**src/rtl/core/rie_ram.sv**
```systemverilog
// Generic single-write, single-read RAM with registered read data.
`default_nettype none
module rie_ram #(
    parameter int unsigned WIDTH = 32,
    parameter int unsigned DEPTH = 32
) (
    input  wire logic                     i_clk,
    input  wire logic                     i_we,
    input  wire logic [$clog2(DEPTH)-1:0] i_waddr,
    input  wire logic [WIDTH-1:0]         i_wdata,
    input  wire logic [$clog2(DEPTH)-1:0] i_raddr,
    output logic      [WIDTH-1:0]         o_rdata
);
    logic [WIDTH-1:0] r_mem [DEPTH];

    always_ff @(posedge i_clk) begin
        if (i_we) begin
            r_mem[i_waddr] <= i_wdata;
        end
        o_rdata <= r_mem[i_raddr];
    end
endmodule
`default_nettype wire

```
**config.mk**
```make
export PLATFORM = sky130hd
export DESIGN_NAME = rie_ram
export DESIGN_NICKNAME = d
export VERILOG_FILES = /design/src/rtl/core/rie_ram.sv
export SDC_FILE = /design/constraint.sdc
export NUM_CORES = 1
export LEC_CHECK = 0
export BUFFER_PORTS_ARGS = -buffer_cell sky130_fd_sc_hd__buf_4
export CORE_UTILIZATION = 40
export DETAILED_ROUTE_END_ITERATION = 12
export PLACE_DENSITY = 0.59
export RECOVER_POWER = 100
export SETUP_SLACK_MARGIN = 0.1
export SLEW_MARGIN = 20
export SYNTH_ARGS = -nofsm -noshare
export SYNTH_HDL_FRONTEND = slang
export SYNTH_SLANG_ARGS = --single-unit
```
**constraint.sdc**
```tcl
create_clock -name i_clk -period 6.9 [get_ports i_clk]
set_input_delay 0 -clock i_clk [delete_from_list [all_inputs] [get_ports i_clk]]
set_output_delay 0 -clock i_clk [all_outputs]
set_load 0.005 [all_outputs]
```
# Word level (Yosys, flattened, before mapping)
# Memories as Yosys holds them, arrays and structs flattened. A register that Yosys moved wholly into a read port is not among the register bits.
# Cells that the tools add are included.
[classes]
muxes = 2
[ops]
columns = ["operator", "count"]
rows = [
  ["1-bit 2-to-1 mux", 2],
]
[totals]
regBits = 0
mem_bits_rw = 1024
inputBits = 44
word_cells = 3
memories = 1
[memory_table]
columns = ["memory", "depth", "width", "read_ports", "rd_ports_with_merged_regs", "wr", "line", "text"]
rows = [
  ["r_mem", 32, 32, 1, 1, 1, "14", "logic [WIDTH-1:0] r_mem [DEPTH];"],
]

# Longest topological paths before layout
[logic_depth]
depth_word = 2
mapped_depth = 8
ltp_nobuf = 5

# Worst setup path before layout
# OpenSTA, ideal clock, no wires.
[synth_path]
kind = "input-to-reg"
start = "input i_waddr[1]"
end = "memory r_mem[12][0], enable pin"
setup_ps = 421
arrival_ps = 2013
t_required_ps = 6479
path_slack_ps = 4466
stages = 3
path_buffers = 1
path_cell_list = "or3b_2 clkbuf_1 nor2_1"
[synth_lines]
columns = ["element", "line", "text"]
rows = [
  ["start: declaration", "9", "input wire logic [$clog2(DEPTH)-1:0] i_waddr,"],
  ["end: declaration", "14", ""],
]
# No word-level cell before the write port.

# Worst setup path after layout
[layout_path]
start = "input i_waddr[3]"
end = "memory r_mem[17][24], enable pin"
# No word-level cell before the write port.

==> metrics.md <==
| Metric | Value |
|---|---|
| Register area share after synthesis | 0.775 |
| Netlist cell types | 25 |
| Top_reg_cell synth | edfxtp_1 |
| Area grow syn2layout | 14.0% |
| Clk_lat worst skew | 0.69 ns |
| Maximum number of pins on one net before global-route repair | 154 |
| Clk pin slew, worst setup/hold paths | 0.06 ns |
| Rel. slew slack | -1.22 |
| Worst Path Required | 7.11 ns |
| WP buf/inv | 4 |
| Min-Delay Path Class | in -> reg |
| Endpoint type of the worst setup path | flop |
| Worst-path fanout max | 28 |
| I/O Buffers | 75 |
| Post-synthesis cell count | 2260 |
| Cell Area, Synth | 0.0405 mm² |
| Fin. Hold Viols | 0 |
| Flops & latches, synth | 1056 |
| Maximum vdd drop | 0.000202 V |
| Clock Skew | 0.0417 ns |
| Average wire per standard cell | 26.5 µm |
| Failing checks | capacitance limit, slew limit |
| R2r startpoint | r_mem[7][18]$_DFFE_PP_ |
| RSZ-0062 raised after global routing | no |
| Final ANT Viol Nets | 0 |
| DP HPWL | 51.7 mm |
| DIE WIDTH | 320 µm |
| Reg2reg path depth | 6 |
| CTS Buf Count | 107 |
| Initial Utilization | 0.404 |
| Maximum clock path buffer count | 3 |
| Post-synth EDFFs | 1024 |
| Ant diodes | 0 |
| Nets | 2451 |
| Root Driver | clkbuf_16 |
| Setup violators final | 0 |
| Die area | 0.102 mm² |
| CTS tree | done |
| Status | complete, but fails checks |
| Pre-CTS WS | 4.21 ns |
| Synthesized net count | 2304 |
| Slew Limit Fails | 1036 |
| Via-to-Cell Ratio | 5.53 |
| Vias in the first global route | 21024 |
| CTS resizes | 0 |
| R2r setup slk | 5.23 ns |
| Syn_area_per_cell | 17.9 µm² |
| Leak Pwr | 15.8 nW |
| # fillers | 8518 |
| Overall Global Routing Usage | 0.195 |
| F_max | 0.224 GHz |
| Critical path launch point type | primary input |
| Worst path slowest cell | clkbuf_1 |
| H-tree Lvls | 3 |
| Synth warnings | 0 |
| Postcts setup bufs | 0 |
| Cell Pwr Density | 297 mW/mm² |
| Setup crit start | i_waddr[3] |
| Share of synthesized registers carrying an async set or reset | 0 |
| Global route overflow | 0 |
| Post-synth top area share | 0.760 |
| Sinks on Clock Net | 1056 |
| Synth top area cells | edfxtp_1 76%, mux2i_1 13%, a22oi_1 1.8% |
| CP Class | in -> reg |
| Max-cap violations | 51 |
| CP Depth | 6 |
| Reg2reg end | o_rdata[18]$_DFF_P_ |
| Core area | 0.100 mm² |
| Fin crit share | 0.647 |
| Row Count | 116 |
| Synth area leader | edfxtp_1 |
| Final worst slack | 2.43 ns |
| Worst stage delay on the critical path | 2.24 ns |
| WP data arrival | 4.67 ns |
| Iter 0 DRT Violations | 2148 |
| Worst path cell trace | dlygate4sd3_1 > clkbuf_1 > or3b_2 > dlygate4sd3_1 > nor2_1 > clkbuf_1 |
| DR pass1 iterations | 7 |
| Setup TNS | 0 ns |
| Total number of vias | 21019 |
| # IOs | 76 |
| Drc violations | 0 |
| Fin crit period | 4.47 ns |
| Layout cells sized above 1 | 0.0880 |
| Initial antenna violation count | 4 |
| Worst-Margin Slew | 3.33 ns |
| Top Family by Delay on Critical Path | buffers and inverters |
| Die Y-Extent | 320 µm |
| Total Wirelength | 101 mm |
| Placer Congestion | 0.748 |
| Critical Path End | r_mem[17][24]$_DFFE_PP_ |
| Global-route wire length before repair | 145 mm |
worst min-delay path by stage:
| stage | start | end | slack (ns) | depth (start not counted) |
|---|---|---|---|---|
| after global routing | i_raddr[4] | o_rdata[2]$_DFF_P_ | 0.06 | 5 |
| after detailed placement | o_rdata[26]$_DFF_P_ | o_rdata[26] | 0.39 | 1 |
| after global placement | o_rdata[19]$_DFF_P_ | o_rdata[19] | 0.39 | 1 |
| after floorplan | i_wdata[0] | r_mem[0][0]$_DFFE_PP_ | 0.1 | 0 |
| final | i_raddr[4] | o_rdata[31]$_DFF_P_ | 0.06 | 5 |
| after CTS | i_raddr[4] | o_rdata[2]$_DFF_P_ | 0.01 | 5 |
synth_stat cells (3+ instances only):
master	instances
mux2i_1	512
a21oi_1	96
a22o_1	64
buf_1	5
nand3b_1	5
or3b_2	3
buf_2	26
dfxtp_1	32
nand2_1	98
buf_4	33
clkbuf_1	46
a31oi_1	32
nand3_1	98
nor2_1	34
a22oi_1	96
nor3_1	32
edfxtp_1	1024
buf_6	15
cells by family (layout without fill, tap and decap cells):
family	Yosys count	after routing	share of synthesized area
DFF	1056	1056	0.775
and+or+nand+nor	277	277	0.0310
buffers and inverters	127	368	0.0186
AOI/OAI and AO/OA	288	288	0.0485
muxes	512	512	0.127
registers in the layout, summed over array words and instances (netlist names):
register  count
o_rdata      32
r_mem      1024
stage by stage:
| stage | power (W) | hold WS, ns | area (µm²) | utilization | instances |
|---|---|---|---|---|---|
| 2_1_floorplan | 0.00766 | 0.0989 | 40500 | - | 2260 |
| 3_3_place_gp | 0.00796 | 0.394 | 42600 | 0.426 | 3554 |
| 3_5_place_dp | 0.00798 | 0.388 | 42600 | 0.426 | 3555 |
| 4_1_cts | 0.0138 | 0.0106 | 46700 | 0.466 | 3798 |
| 5_1_grt | 0.0141 | 0.0625 | 46200 | 0.461 | 3799 |
| 6_report | 0.0137 | 0.0562 | 46200 | 0.461 | 3799 |
layout make-up:
cell class	count	area, µm²	area share
Multi-Input combinational cell	1077	8380	0.182
Clock buffer	140	2910	0.0631
Sequential cell	1056	31400	0.680
Tap cell	1298	1620	0.0352
Clock inverter	63	717	0.0155
Timing Repair Buffer	165	1140	0.0247
where the power goes:
| group | total [W] | internal, W | leakage [nW] | switching, W |
|---|---|---|---|---|
| clock network | 0.00588 | 0.00347 | 1.76 | 0.00241 |
| registers | 0.00718 | 0.00714 | 9.49 | 0.0000365 |
| logic | 0.000660 | 0.000225 | 4.59 | 0.000435 |
| total | 0.0137 | 0.0108 | 15.8 | 0.00288 |
routing by layer:
layer  vias up  global-route usage  share of wire
met2       643               0.316           0.48
met5         -                   0        0.00026
met1     10942               0.273           0.44
li1       9295                   -              -
met4         4              0.0528          0.020
met3       135              0.0302          0.059
worst reg2reg max path, stage by stage (launching register included):
cell	delay, ns
edfxtp_1	0.37
mux2i_1	0.15
a22o_1	0.17
nor3_1	0.06
a31oi_1	0.18
nand3_1	0.08
dlygate4sd3_1	0.55
cells in the final DEF, fill, tap and decap left out, types with 3 or more instances in the layout:
cell type         n
a31oi_1          32
mux2i_1         512
a22oi_1          96
clkinv_2         19
inv_6             3
nand3_1          98
nor2_1           31
nand2_1          97
clkbuf_8          9
nand3b_1          5
clkbuf_4         20
buf_4            17
bufinv_16        13
clkinvlp_4        7
a21oi_1          96
clkbuf_16       108
buf_12            6
or3b_2            3
dlygate4sd3_1    40
a22o_1           64
dfxtp_1          32
nor3_1           32
clkbuf_1        103
clkinv_1         17
nor2_4            3
edfxtp_1       1024
timing repair:
| action | CTS | global route |
|---|---|---|
| setup endpoints to repair | 0 | 0 |
| hold endpoints to repair | 1040 | 0 |
| hold buffers | 40 | 0 |
Note: power is estimated with default switching activity, not from simulation.
