$ cat config.mk
export PLATFORM = sky130hd
export DESIGN_NAME = rie_muldiv
export DESIGN_NICKNAME = d
export VERILOG_FILES = /design/src/rtl/core/rie_pkg.sv /design/src/rtl/core/rie_muldiv.sv
export SDC_FILE = /design/constraint.sdc
export NUM_CORES = 1
export LEC_CHECK = 0
export BUFFER_PORTS_ARGS = -buffer_cell sky130_fd_sc_hd__buf_2
export CELL_PAD_IN_SITES_DETAIL_PLACEMENT = 0
export CELL_PAD_IN_SITES_GLOBAL_PLACEMENT = 1
export CORE_ASPECT_RATIO = 2
export CORE_MARGIN = 4
export CORE_UTILIZATION = 47
export CTS_CLUSTER_DIAMETER = 30
export DETAILED_ROUTE_END_ITERATION = 8
export GPL_TIMING_DRIVEN = 0
export PLACE_DENSITY = 0.84
export SYNTH_ARGS = -nofsm -noshare
export SYNTH_HDL_FRONTEND = slang
export SYNTH_SLANG_ARGS = --single-unit
$ cat constraint.sdc
create_clock -name i_clk -period 6.1 [get_ports i_clk]
set_input_delay 1.22 -clock i_clk [delete_from_list [all_inputs] [get_ports i_clk]]
set_output_delay 1.22 -clock i_clk [all_outputs]
set_load 0.01 [all_outputs]
$ cat src/rtl/core/rie_pkg.sv
// Package: shared types, opcodes and constants for the instruction execute unit.
`default_nettype none
package rie_pkg;

    localparam int unsigned DMEM_WORDS_DEF = 1024;
    localparam logic [31:0] PC_RESET      = 32'h0040_0000;
    localparam logic [31:0] SYSCALL_HALT  = 32'd10;
    localparam logic [4:0]  REG_V0        = 5'd2;
    localparam logic [4:0]  REG_RA        = 5'd31;

    localparam logic [5:0] OP_SPECIAL = 6'h00;
    localparam logic [5:0] OP_REGIMM  = 6'h01;
    localparam logic [5:0] OP_J       = 6'h02;
    localparam logic [5:0] OP_JAL     = 6'h03;
    localparam logic [5:0] OP_BEQ     = 6'h04;
    localparam logic [5:0] OP_BNE     = 6'h05;
    localparam logic [5:0] OP_BLEZ    = 6'h06;
    localparam logic [5:0] OP_BGTZ    = 6'h07;
    localparam logic [5:0] OP_ADDI    = 6'h08;
    localparam logic [5:0] OP_ADDIU   = 6'h09;
    localparam logic [5:0] OP_SLTI    = 6'h0A;
    localparam logic [5:0] OP_SLTIU   = 6'h0B;
    localparam logic [5:0] OP_ANDI    = 6'h0C;
    localparam logic [5:0] OP_ORI     = 6'h0D;
    localparam logic [5:0] OP_XORI    = 6'h0E;
    localparam logic [5:0] OP_LUI     = 6'h0F;
    localparam logic [5:0] OP_LB      = 6'h20;
    localparam logic [5:0] OP_LH      = 6'h21;
    localparam logic [5:0] OP_LW      = 6'h23;
    localparam logic [5:0] OP_LBU     = 6'h24;
    localparam logic [5:0] OP_LHU     = 6'h25;
    localparam logic [5:0] OP_SB      = 6'h28;
    localparam logic [5:0] OP_SH      = 6'h29;
    localparam logic [5:0] OP_SW      = 6'h2B;

    localparam logic [5:0] FN_SLL     = 6'h00;
    localparam logic [5:0] FN_SRL     = 6'h02;
    localparam logic [5:0] FN_SRA     = 6'h03;
    localparam logic [5:0] FN_SLLV    = 6'h04;
    localparam logic [5:0] FN_SRLV    = 6'h06;
    localparam logic [5:0] FN_SRAV    = 6'h07;
    localparam logic [5:0] FN_JR      = 6'h08;
    localparam logic [5:0] FN_JALR    = 6'h09;
    localparam logic [5:0] FN_SYSCALL = 6'h0C;
    localparam logic [5:0] FN_MFHI    = 6'h10;
    localparam logic [5:0] FN_MTHI    = 6'h11;
    localparam logic [5:0] FN_MFLO    = 6'h12;
    localparam logic [5:0] FN_MTLO    = 6'h13;
    localparam logic [5:0] FN_MULT    = 6'h18;
    localparam logic [5:0] FN_MULTU   = 6'h19;
    localparam logic [5:0] FN_DIV     = 6'h1A;
    localparam logic [5:0] FN_DIVU    = 6'h1B;
    localparam logic [5:0] FN_ADD     = 6'h20;
    localparam logic [5:0] FN_ADDU    = 6'h21;
    localparam logic [5:0] FN_SUB     = 6'h22;
    localparam logic [5:0] FN_SUBU    = 6'h23;
    localparam logic [5:0] FN_AND     = 6'h24;
    localparam logic [5:0] FN_OR      = 6'h25;
    localparam logic [5:0] FN_XOR     = 6'h26;
    localparam logic [5:0] FN_NOR     = 6'h27;
    localparam logic [5:0] FN_SLT     = 6'h2A;
    localparam logic [5:0] FN_SLTU    = 6'h2B;

    localparam logic [4:0] RT_BLTZ    = 5'h00;
    localparam logic [4:0] RT_BGEZ    = 5'h01;
    localparam logic [4:0] RT_BLTZAL  = 5'h10;
    localparam logic [4:0] RT_BGEZAL  = 5'h11;

    typedef struct packed {
        logic [31:0] instr_word;
    } t_instr;

    typedef struct packed {
        logic [31:0] next_pc;
        logic        reg_we;
        logic [4:0]  reg_idx;
        logic [31:0] reg_val;
        logic [31:0] hi_val;
        logic [31:0] lo_val;
        logic        mem_we;
        logic [31:0] mem_addr;
        logic [31:0] mem_wdata;
        logic [3:0]  mem_lanes;
        logic        halted;
    } t_result;

    typedef enum logic [1:0] {
        MD_MULT,
        MD_MULTU,
        MD_DIV,
        MD_DIVU
    } t_md_op;

    typedef struct packed {
        logic        start;
        t_md_op      op;
        logic [31:0] a;
        logic [31:0] b;
    } t_md_req;

    typedef struct packed {
        logic        done;
        logic [31:0] hi;
        logic [31:0] lo;
    } t_md_rsp;

    typedef enum logic [1:0] {
        MDS_IDLE,
        MDS_RUN,
        MDS_FIX
    } t_md_state;

    typedef enum logic [3:0] {
        ST_CLEAR,
        ST_IDLE,
        ST_RDA,
        ST_RDB,
        ST_EXEC,
        ST_MDWAIT,
        ST_IDXFIX,
        ST_MEMRD,
        ST_MEMWR,
        ST_DONE
    } t_state;

endpackage
`default_nettype wire

$ cat src/rtl/core/rie_muldiv.sv
// Iterative multiply/divide unit: one product or quotient bit per cycle.
`default_nettype none
module rie_muldiv (
    input  wire logic       i_clk,
    input  wire logic       i_rst_n,
    input  rie_pkg::t_md_req i_req,
    output rie_pkg::t_md_rsp o_rsp
);
    import rie_pkg::*;

    t_md_state   r_state;
    logic [63:0] r_acc;
    logic [31:0] r_mb;
    logic [4:0]  r_cnt;
    logic        r_div;
    logic        r_neg_q;
    logic        r_neg_r;
    logic        r_done;
    logic [31:0] r_hi;
    logic [31:0] r_lo;

    logic        sgn;
    logic        na;
    logic        nb;
    logic [31:0] ma;
    logic [31:0] mb;
    logic [32:0] msum;
    logic [32:0] dtry;
    logic [63:0] pneg;
    logic [31:0] qfix;
    logic [31:0] rfix;

    always_comb begin
        sgn  = (i_req.op == MD_MULT) || (i_req.op == MD_DIV);
        na   = sgn & i_req.a[31];
        nb   = sgn & i_req.b[31];
        ma   = na ? (32'd0 - i_req.a) : i_req.a;
        mb   = nb ? (32'd0 - i_req.b) : i_req.b;
        msum = {1'b0, r_acc[63:32]} + (r_acc[0] ? {1'b0, r_mb} : 33'd0);
        dtry = r_acc[63:31] - {1'b0, r_mb};
        pneg = r_neg_q ? (64'd0 - r_acc) : r_acc;
        qfix = r_neg_q ? (32'd0 - r_acc[31:0]) : r_acc[31:0];
        rfix = r_neg_r ? (32'd0 - r_acc[63:32]) : r_acc[63:32];
    end

    always_ff @(posedge i_clk) begin
        if (!i_rst_n) begin
            r_state <= MDS_IDLE;
            r_done  <= 1'b0;
        end else begin
            r_done <= 1'b0;
            unique case (r_state)
                MDS_IDLE: begin
                    if (i_req.start) begin
                        r_state <= MDS_RUN;
                    end
                end
                MDS_RUN: begin
                    if (r_cnt == 5'd31) begin
                        r_state <= MDS_FIX;
                    end
                end
                MDS_FIX: begin
                    r_state <= MDS_IDLE;
                    r_done  <= 1'b1;
                end
                default: r_state <= MDS_IDLE;
            endcase
        end
    end

    always_ff @(posedge i_clk) begin
        unique case (r_state)
            MDS_IDLE: begin
                r_cnt   <= 5'd0;
                r_div   <= (i_req.op == MD_DIV) || (i_req.op == MD_DIVU);
                r_neg_q <= na ^ nb;
                r_neg_r <= na;
                if ((i_req.op == MD_DIV) || (i_req.op == MD_DIVU)) begin
                    r_acc <= {32'd0, ma};
                    r_mb  <= mb;
                end else begin
                    r_acc <= {32'd0, mb};
                    r_mb  <= ma;
                end
            end
            MDS_RUN: begin
                r_cnt <= r_cnt + 5'd1;
                if (r_div) begin
                    if (!dtry[32]) begin
                        r_acc <= {dtry[31:0], r_acc[30:0], 1'b1};
                    end else begin
                        r_acc <= {r_acc[62:0], 1'b0};
                    end
                end else begin
                    r_acc <= {msum, r_acc[31:1]};
                end
            end
            MDS_FIX: begin
                if (r_div) begin
                    r_hi <= rfix;
                    r_lo <= qfix;
                end else begin
                    r_hi <= pneg[63:32];
                    r_lo <= pneg[31:0];
                end
            end
            default: ;
        endcase
    end

    assign o_rsp.done = r_done;
    assign o_rsp.hi   = r_hi;
    assign o_rsp.lo   = r_lo;
endmodule
`default_nettype wire

-- After elaboration in Yosys (flattened, before gate mapping)
Index checks and enable logic that the tools add are counted.
- register bits after elaboration: 171
- latch bits: 0
- RAM bits: 0
- memory bits (read-only): 0
- input bits: 69
- output and inout port bits: 65
- memories: 0
- $add $sub $neg: 8
- multiply operators: 0
- divide/modulo/power cells: 0
- $lt $le $gt $ge: 0
- equality and inequality tests: 7
- shift-type cells: 0
- multiplexer cells: 18
- bitwise logic cells: 3
- reductions and logical operators: 6
- operators with widths (cell ; number):
    32-bit two-way mux ; 9
    64-bit two-way mux ; 3
    64-bit case mux with 2 select lines ; 1
    1-bit by 32-bit subtractor with 32-bit output, first input constant ; 4
    1-bit by 64-bit subtractor with 64-bit output, first input constant ; 1
    32-bit by 32-bit adder with 33-bit output ; 1
    33-bit by 32-bit subtractor with 33-bit output ; 1
    5-bit case mux with 2 select lines ; 1
    2-bit == test, second input constant ; 3
    5-bit by 1-bit adder with 5-bit output, second input constant ; 1
    5-bit == test, second input constant ; 1
    2-bit logical NOT ; 2
    2-bit two-way mux ; 2
    2-bit inequality test, second input constant ; 2
    2-bit case mux with 2 select lines ; 1
    1-bit AND ; 2
    2-bit by 1-bit == test with 1-bit output, second input constant ; 1
    1-bit logical OR ; 2
    2-bit AND reduction ; 1
    2-bit nonzero test ; 1
    1-bit two-way mux ; 1
    1-bit bitwise XOR ; 1

-- Logic depth before layout (Yosys ltp)
- depth in word-level cells: 6
- mapped depth: 15
- gate-level depth less buffers: 12

-- Least setup slack after synthesis
No wires, ideal clock.
- kind: register to register
- start point: register r_state[1]
- end point: register r_hi[0] (enable)
- setup time: 487 ps
- arrival: 4203 ps
- slack: 1410 ps
- cell stages (with the launch flop): 3
- buffers on the path: 0
- path through: dfxtp_1 -> inv_1 -> nor2_1
- longest elaborated chain between the ends: 1
- RTL lines (what ; line ; source):
    start: declaration ; rie_muldiv.sv:11 ; t_md_state r_state;
    start signal: assignment ; rie_muldiv.sv:48 ; r_state <= MDS_IDLE;
    start signal: assignment ; rie_muldiv.sv:55 ; r_state <= MDS_RUN;
    start signal: assignment ; rie_muldiv.sv:60 ; r_state <= MDS_FIX;
    2-bit == test ; rie_muldiv.sv:73 ; unique case (r_state)
    end signal: assignment ; rie_muldiv.sv:101 ; r_hi <= rfix;
    end signal: assignment ; rie_muldiv.sv:104 ; r_hi <= pneg[63:32];
    end: declaration ; rie_muldiv.sv:19 ; logic [31:0] r_hi;
No other way between the ends.
A chain may end at the register's enable or synchronous reset.

-- Final worst setup path
- start point: register r_acc[32]
- end point: register r_acc[61], data pin
- longest elaborated chain between the ends: 4
- elaborated cells between the ends (all ways): 5
- those cells by class: add/sub (2); mux (3)
- RTL lines (what ; line ; source):
    start: declaration ; rie_muldiv.sv:12 ; logic [63:0] r_acc;
    start signal: assignment ; rie_muldiv.sv:80 ; r_acc <= {32'd0, ma};
    start signal: assignment ; rie_muldiv.sv:83 ; r_acc <= {32'd0, mb};
    start signal: assignment ; rie_muldiv.sv:91 ; r_acc <= {dtry[31:0], r_acc[30:0], 1'b1};
    33-bit by 32-bit subtractor with 33-bit output ; rie_muldiv.sv:40 ; dtry = r_acc[63:31] - {1'b0, r_mb};
    64-bit two-way mux ; rie_muldiv.sv:90 ; if (!dtry[32]) begin
    64-bit two-way mux (*) ; rie_muldiv.sv:89 ; if (r_div) begin
    64-bit case mux with 2 select lines (*) ; rie_muldiv.sv:73 ;
Mark *: on every way between the ends. The rest lies on a longest branch, timed or not.

==> out/results.ini <==
[global_routing]
top_usage_layer = met2
antenna_found_initial = 0
grt-ovfl-total = 0
first_global_vias = 13100
grt.total_usage_pct = 30.9
use_met3_pct = 3.38
grt_use_met2_pct = 55.7
grt_max_degree = 40
grtUsageMet1_pct = 29.3
grt_first_pass_wirelength_um = 75100

[critical_path]
reg2reg_slack_ns = 0.96
worst-setup-path-type = register to register
endpoint_kind = register
cp-start-kind = register
critPathMaxFanout = 10
cp.required_ns = 6.37
cp_data_arrival_time_ns = 5.40

[synth]
synth_edf_count = 168
synth.most_common_cell = edfxtp_1
ys_warn_count = 0
syn_inst = 1552
synth_area_per_cell_um2 = 9.04
synthTopCellsByArea = edfxtp_1, mux2i_1, ha_1
async_reset_ff_share_pct = 0
ys.flop_type = edfxtp_1
seq_area_frac_synth_pct = 36.4
synth.net_count = 1693
synth_largest_area_cell = edfxtp_1
yosysTopAreaCellShare_pct = 36.0
synth_common_cells = edfxtp_1, nor2_1, a21oi_1
netlist_area_um2 = 14000
synth.distinct_cells = 72
ys_ff_latch = 171

[route]
drc = 0
ant_nets = 0
wl_per_cell_um = 24.2
drt-total-wl_um = 50400
first_pass_iters = 7
via_per_inst = 6.18
drt_iter0_markers = 715
vias = 12900

[timing]
max_freq_mhz = 195
timing.final.ws_setup_ns = 0.965
period_share_pct = 84.2
hold_viol = 0
skew_ns = 0.0116
worst_slew_pin_slew_ns = 1.18
slew-limit-headroom_pct = 20.7
setup_violations = 0
slew_violations = 0
period_needed_ns = 5.14
grt_setup_unrepaired = no

[clocking]
clock_path_buffers = 2
cts_tree = done
ctsHoldBuffers = 0
cts_made_buffers = 17
cts-resized-gates = 0
clock_sink_count = 171
root_buffer = clkbuf_16
cts_setup_buffers = 0
path_clk_slew_ns = 0.08
htreeDepth = 4
clock_latency_ns = 0.46

[floorplanning]
dieArea_um2 = 32800
row_count = 89
start_util_pct = 47.5
dieHeight_um = 252
die_w_um = 130
core_um2 = 29500
num_io_pins = 134

[power_and_ir_drop]
power_frac_comb_pct = 32.9
p_total_mw = 4.06
leakage_nw = 6.62
switching_share_pct = 37.9
p_seq_share_pct = 38.7
p_sw_mw = 1.54
irDropWorstVdd_mv = 0.237
power.share.clock_pct = 28.4
p_int_mw = 2.52
cellPowerDensity_nw_per_um2 = 256

[job]
drv_cap = 0

[layout]
nNetsFinal = 1847
layout-drive-gt1-share_pct = 12.6
diodes = 0
fin_cells = 2083
syn_to_final_growth_pct = 12.9
fillers = 2773

[min_path]
min_path_type = register to register

[placed_design]
dp_slack_ns = 1.02
placed_cells = 2051
io_buffers = 133
hpwl_um = 41200
gp_congestion = 0.993

[outcome]
outcome = finished clean

==> power by group through the flow <==
| stage | Clock (mW) | Sequential [mW] | Combinational, mW |
|---|---|---|---|
| global placement | 0 | 1.59 | 1.30 |
| floorplan | 0 | 1.52 | 0.934 |
| CTS | 1.16 | 1.56 | 1.32 |
| global route | 1.21 | 1.57 | 1.45 |
| finish | 1.15 | 1.57 | 1.33 |
| detailed placement | 0 | 1.59 | 1.31 |
==> sequential cells by signal, summed over array words and instances (netlist names) <==
| register | cells |
|---|---|
| r_neg_r | 1 |
| r_lo | 32 |
| r_state | 2 |
| r_acc | 64 |
| r_hi | 32 |
| r_mb | 32 |
| r_cnt | 5 |
| r_neg_q | 1 |
| r_div | 1 |
| r_done | 1 |
==> worst max-delay path, stage by stage (launching register included) <==
cell,delay (ns)
edfxtp_1,0.58
inv_1,0.18
fa_1,0.48
nand2b_1,0.19
a21oi_1,0.36
o21ai_0,0.21
a211oi_1,0.67
o21ai_0,0.43
nand3_1,0.25
and3_1,0.18
clkbuf_1,0.26
buf_2,0.38
buf_2,0.40
a31oi_1,0.20
o21ai_0,0.16
==> layer usage <==
layer	share of wire (%)	vias up	routed length, um
met4	11	0	5730
met1	33	6168	16500
met5	0	-	0
met3	3.3	201	1660
met2	53	472	26500
li1	-	6033	-
==> through the flow <==
stage               util (%)  TNS (ns)  instance area (um^2)  hold WS (ns)
finish                  53.7         0                 15800         0.610
global placement        51.3    -27.83                 15200         0.589
floorplan                  -         0                 14000         0.509
CTS                     53.7         0                 15800         0.609
detailed placement      51.5         0                 15200         0.598
global route            53.7         0                 15800         0.629
==> placed cells by master, fill, tap and decap left out, types with 13 or more instances in the layout <==
master     count
and3_1        16
edfxtp_1     168
nor2_1       147
a211oi_1      15
nand3_1       26
xnor2_1       95
nor4_1        17
o31ai_1       18
or3_1         17
buf_2        136
inv_1         63
xor2_1        75
mux2i_1       94
a21oi_1      127
a31oi_1       33
nand2b_1      18
o21ai_0      100
a21o_1        34
nand2_1      124
nor3_1        27
nand4_1       16
clkbuf_16     17
and2_1        13
ha_1          70
o21a_1        15
clkbuf_1      57
==> final cells by class <==
class / instances / area [um^2] / share of cell area (%)
plain buffers: 73 / 282 / 1.78
clock buffers: 17 / 425 / 2.69
well taps: 364 / 455 / 2.87
repair buffers: 135 / 706 / 4.45
flip-flops and latches: 171 / 5100 / 32.2
clock inverters: 15 / 206 / 1.30
inverters: 64 / 243 / 1.53
multi-input cells: 1244 / 8420 / 53.1
==> path summary, 6_finish.rpt <==
| path | start | end | depth (start not counted) |
|---|---|---|---|
| worst max register to register | r_acc[32]$_SDFFCE_PN0P_ | r_acc[61]$_SDFFCE_PN0P_ | 14 |
| worst min-delay path | r_cnt[0]$_SDFFCE_PN0P_ | r_cnt[0]$_SDFFCE_PN0P_ | 1 |
| worst max-delay path | r_acc[32]$_SDFFCE_PN0P_ | r_acc[61]$_SDFFCE_PN0P_ | 14 |
| worst min register to register | r_cnt[0]$_SDFFCE_PN0P_ | r_cnt[0]$_SDFFCE_PN0P_ | 1 |
==> cells by family (layout without fill, tap and decap cells) <==
| group | Yosys count | in the layout | share of synthesized area [%] |
|---|---|---|---|
| adder cells (fa/ha/maj) | 72 | 72 | 6.53 |
| flip-flops | 171 | 171 | 36.4 |
| AO/OA/AOI/OAI | 417 | 417 | 18.6 |
| multiplexers | 104 | 104 | 7.51 |
| XOR/XNOR | 170 | 170 | 10.6 |
| AND/OR/NAND/NOR | 481 | 481 | 16.7 |
| buffers and inverters | 137 | 304 | 3.72 |
Note: power is estimated with default switching activity, not from simulation.
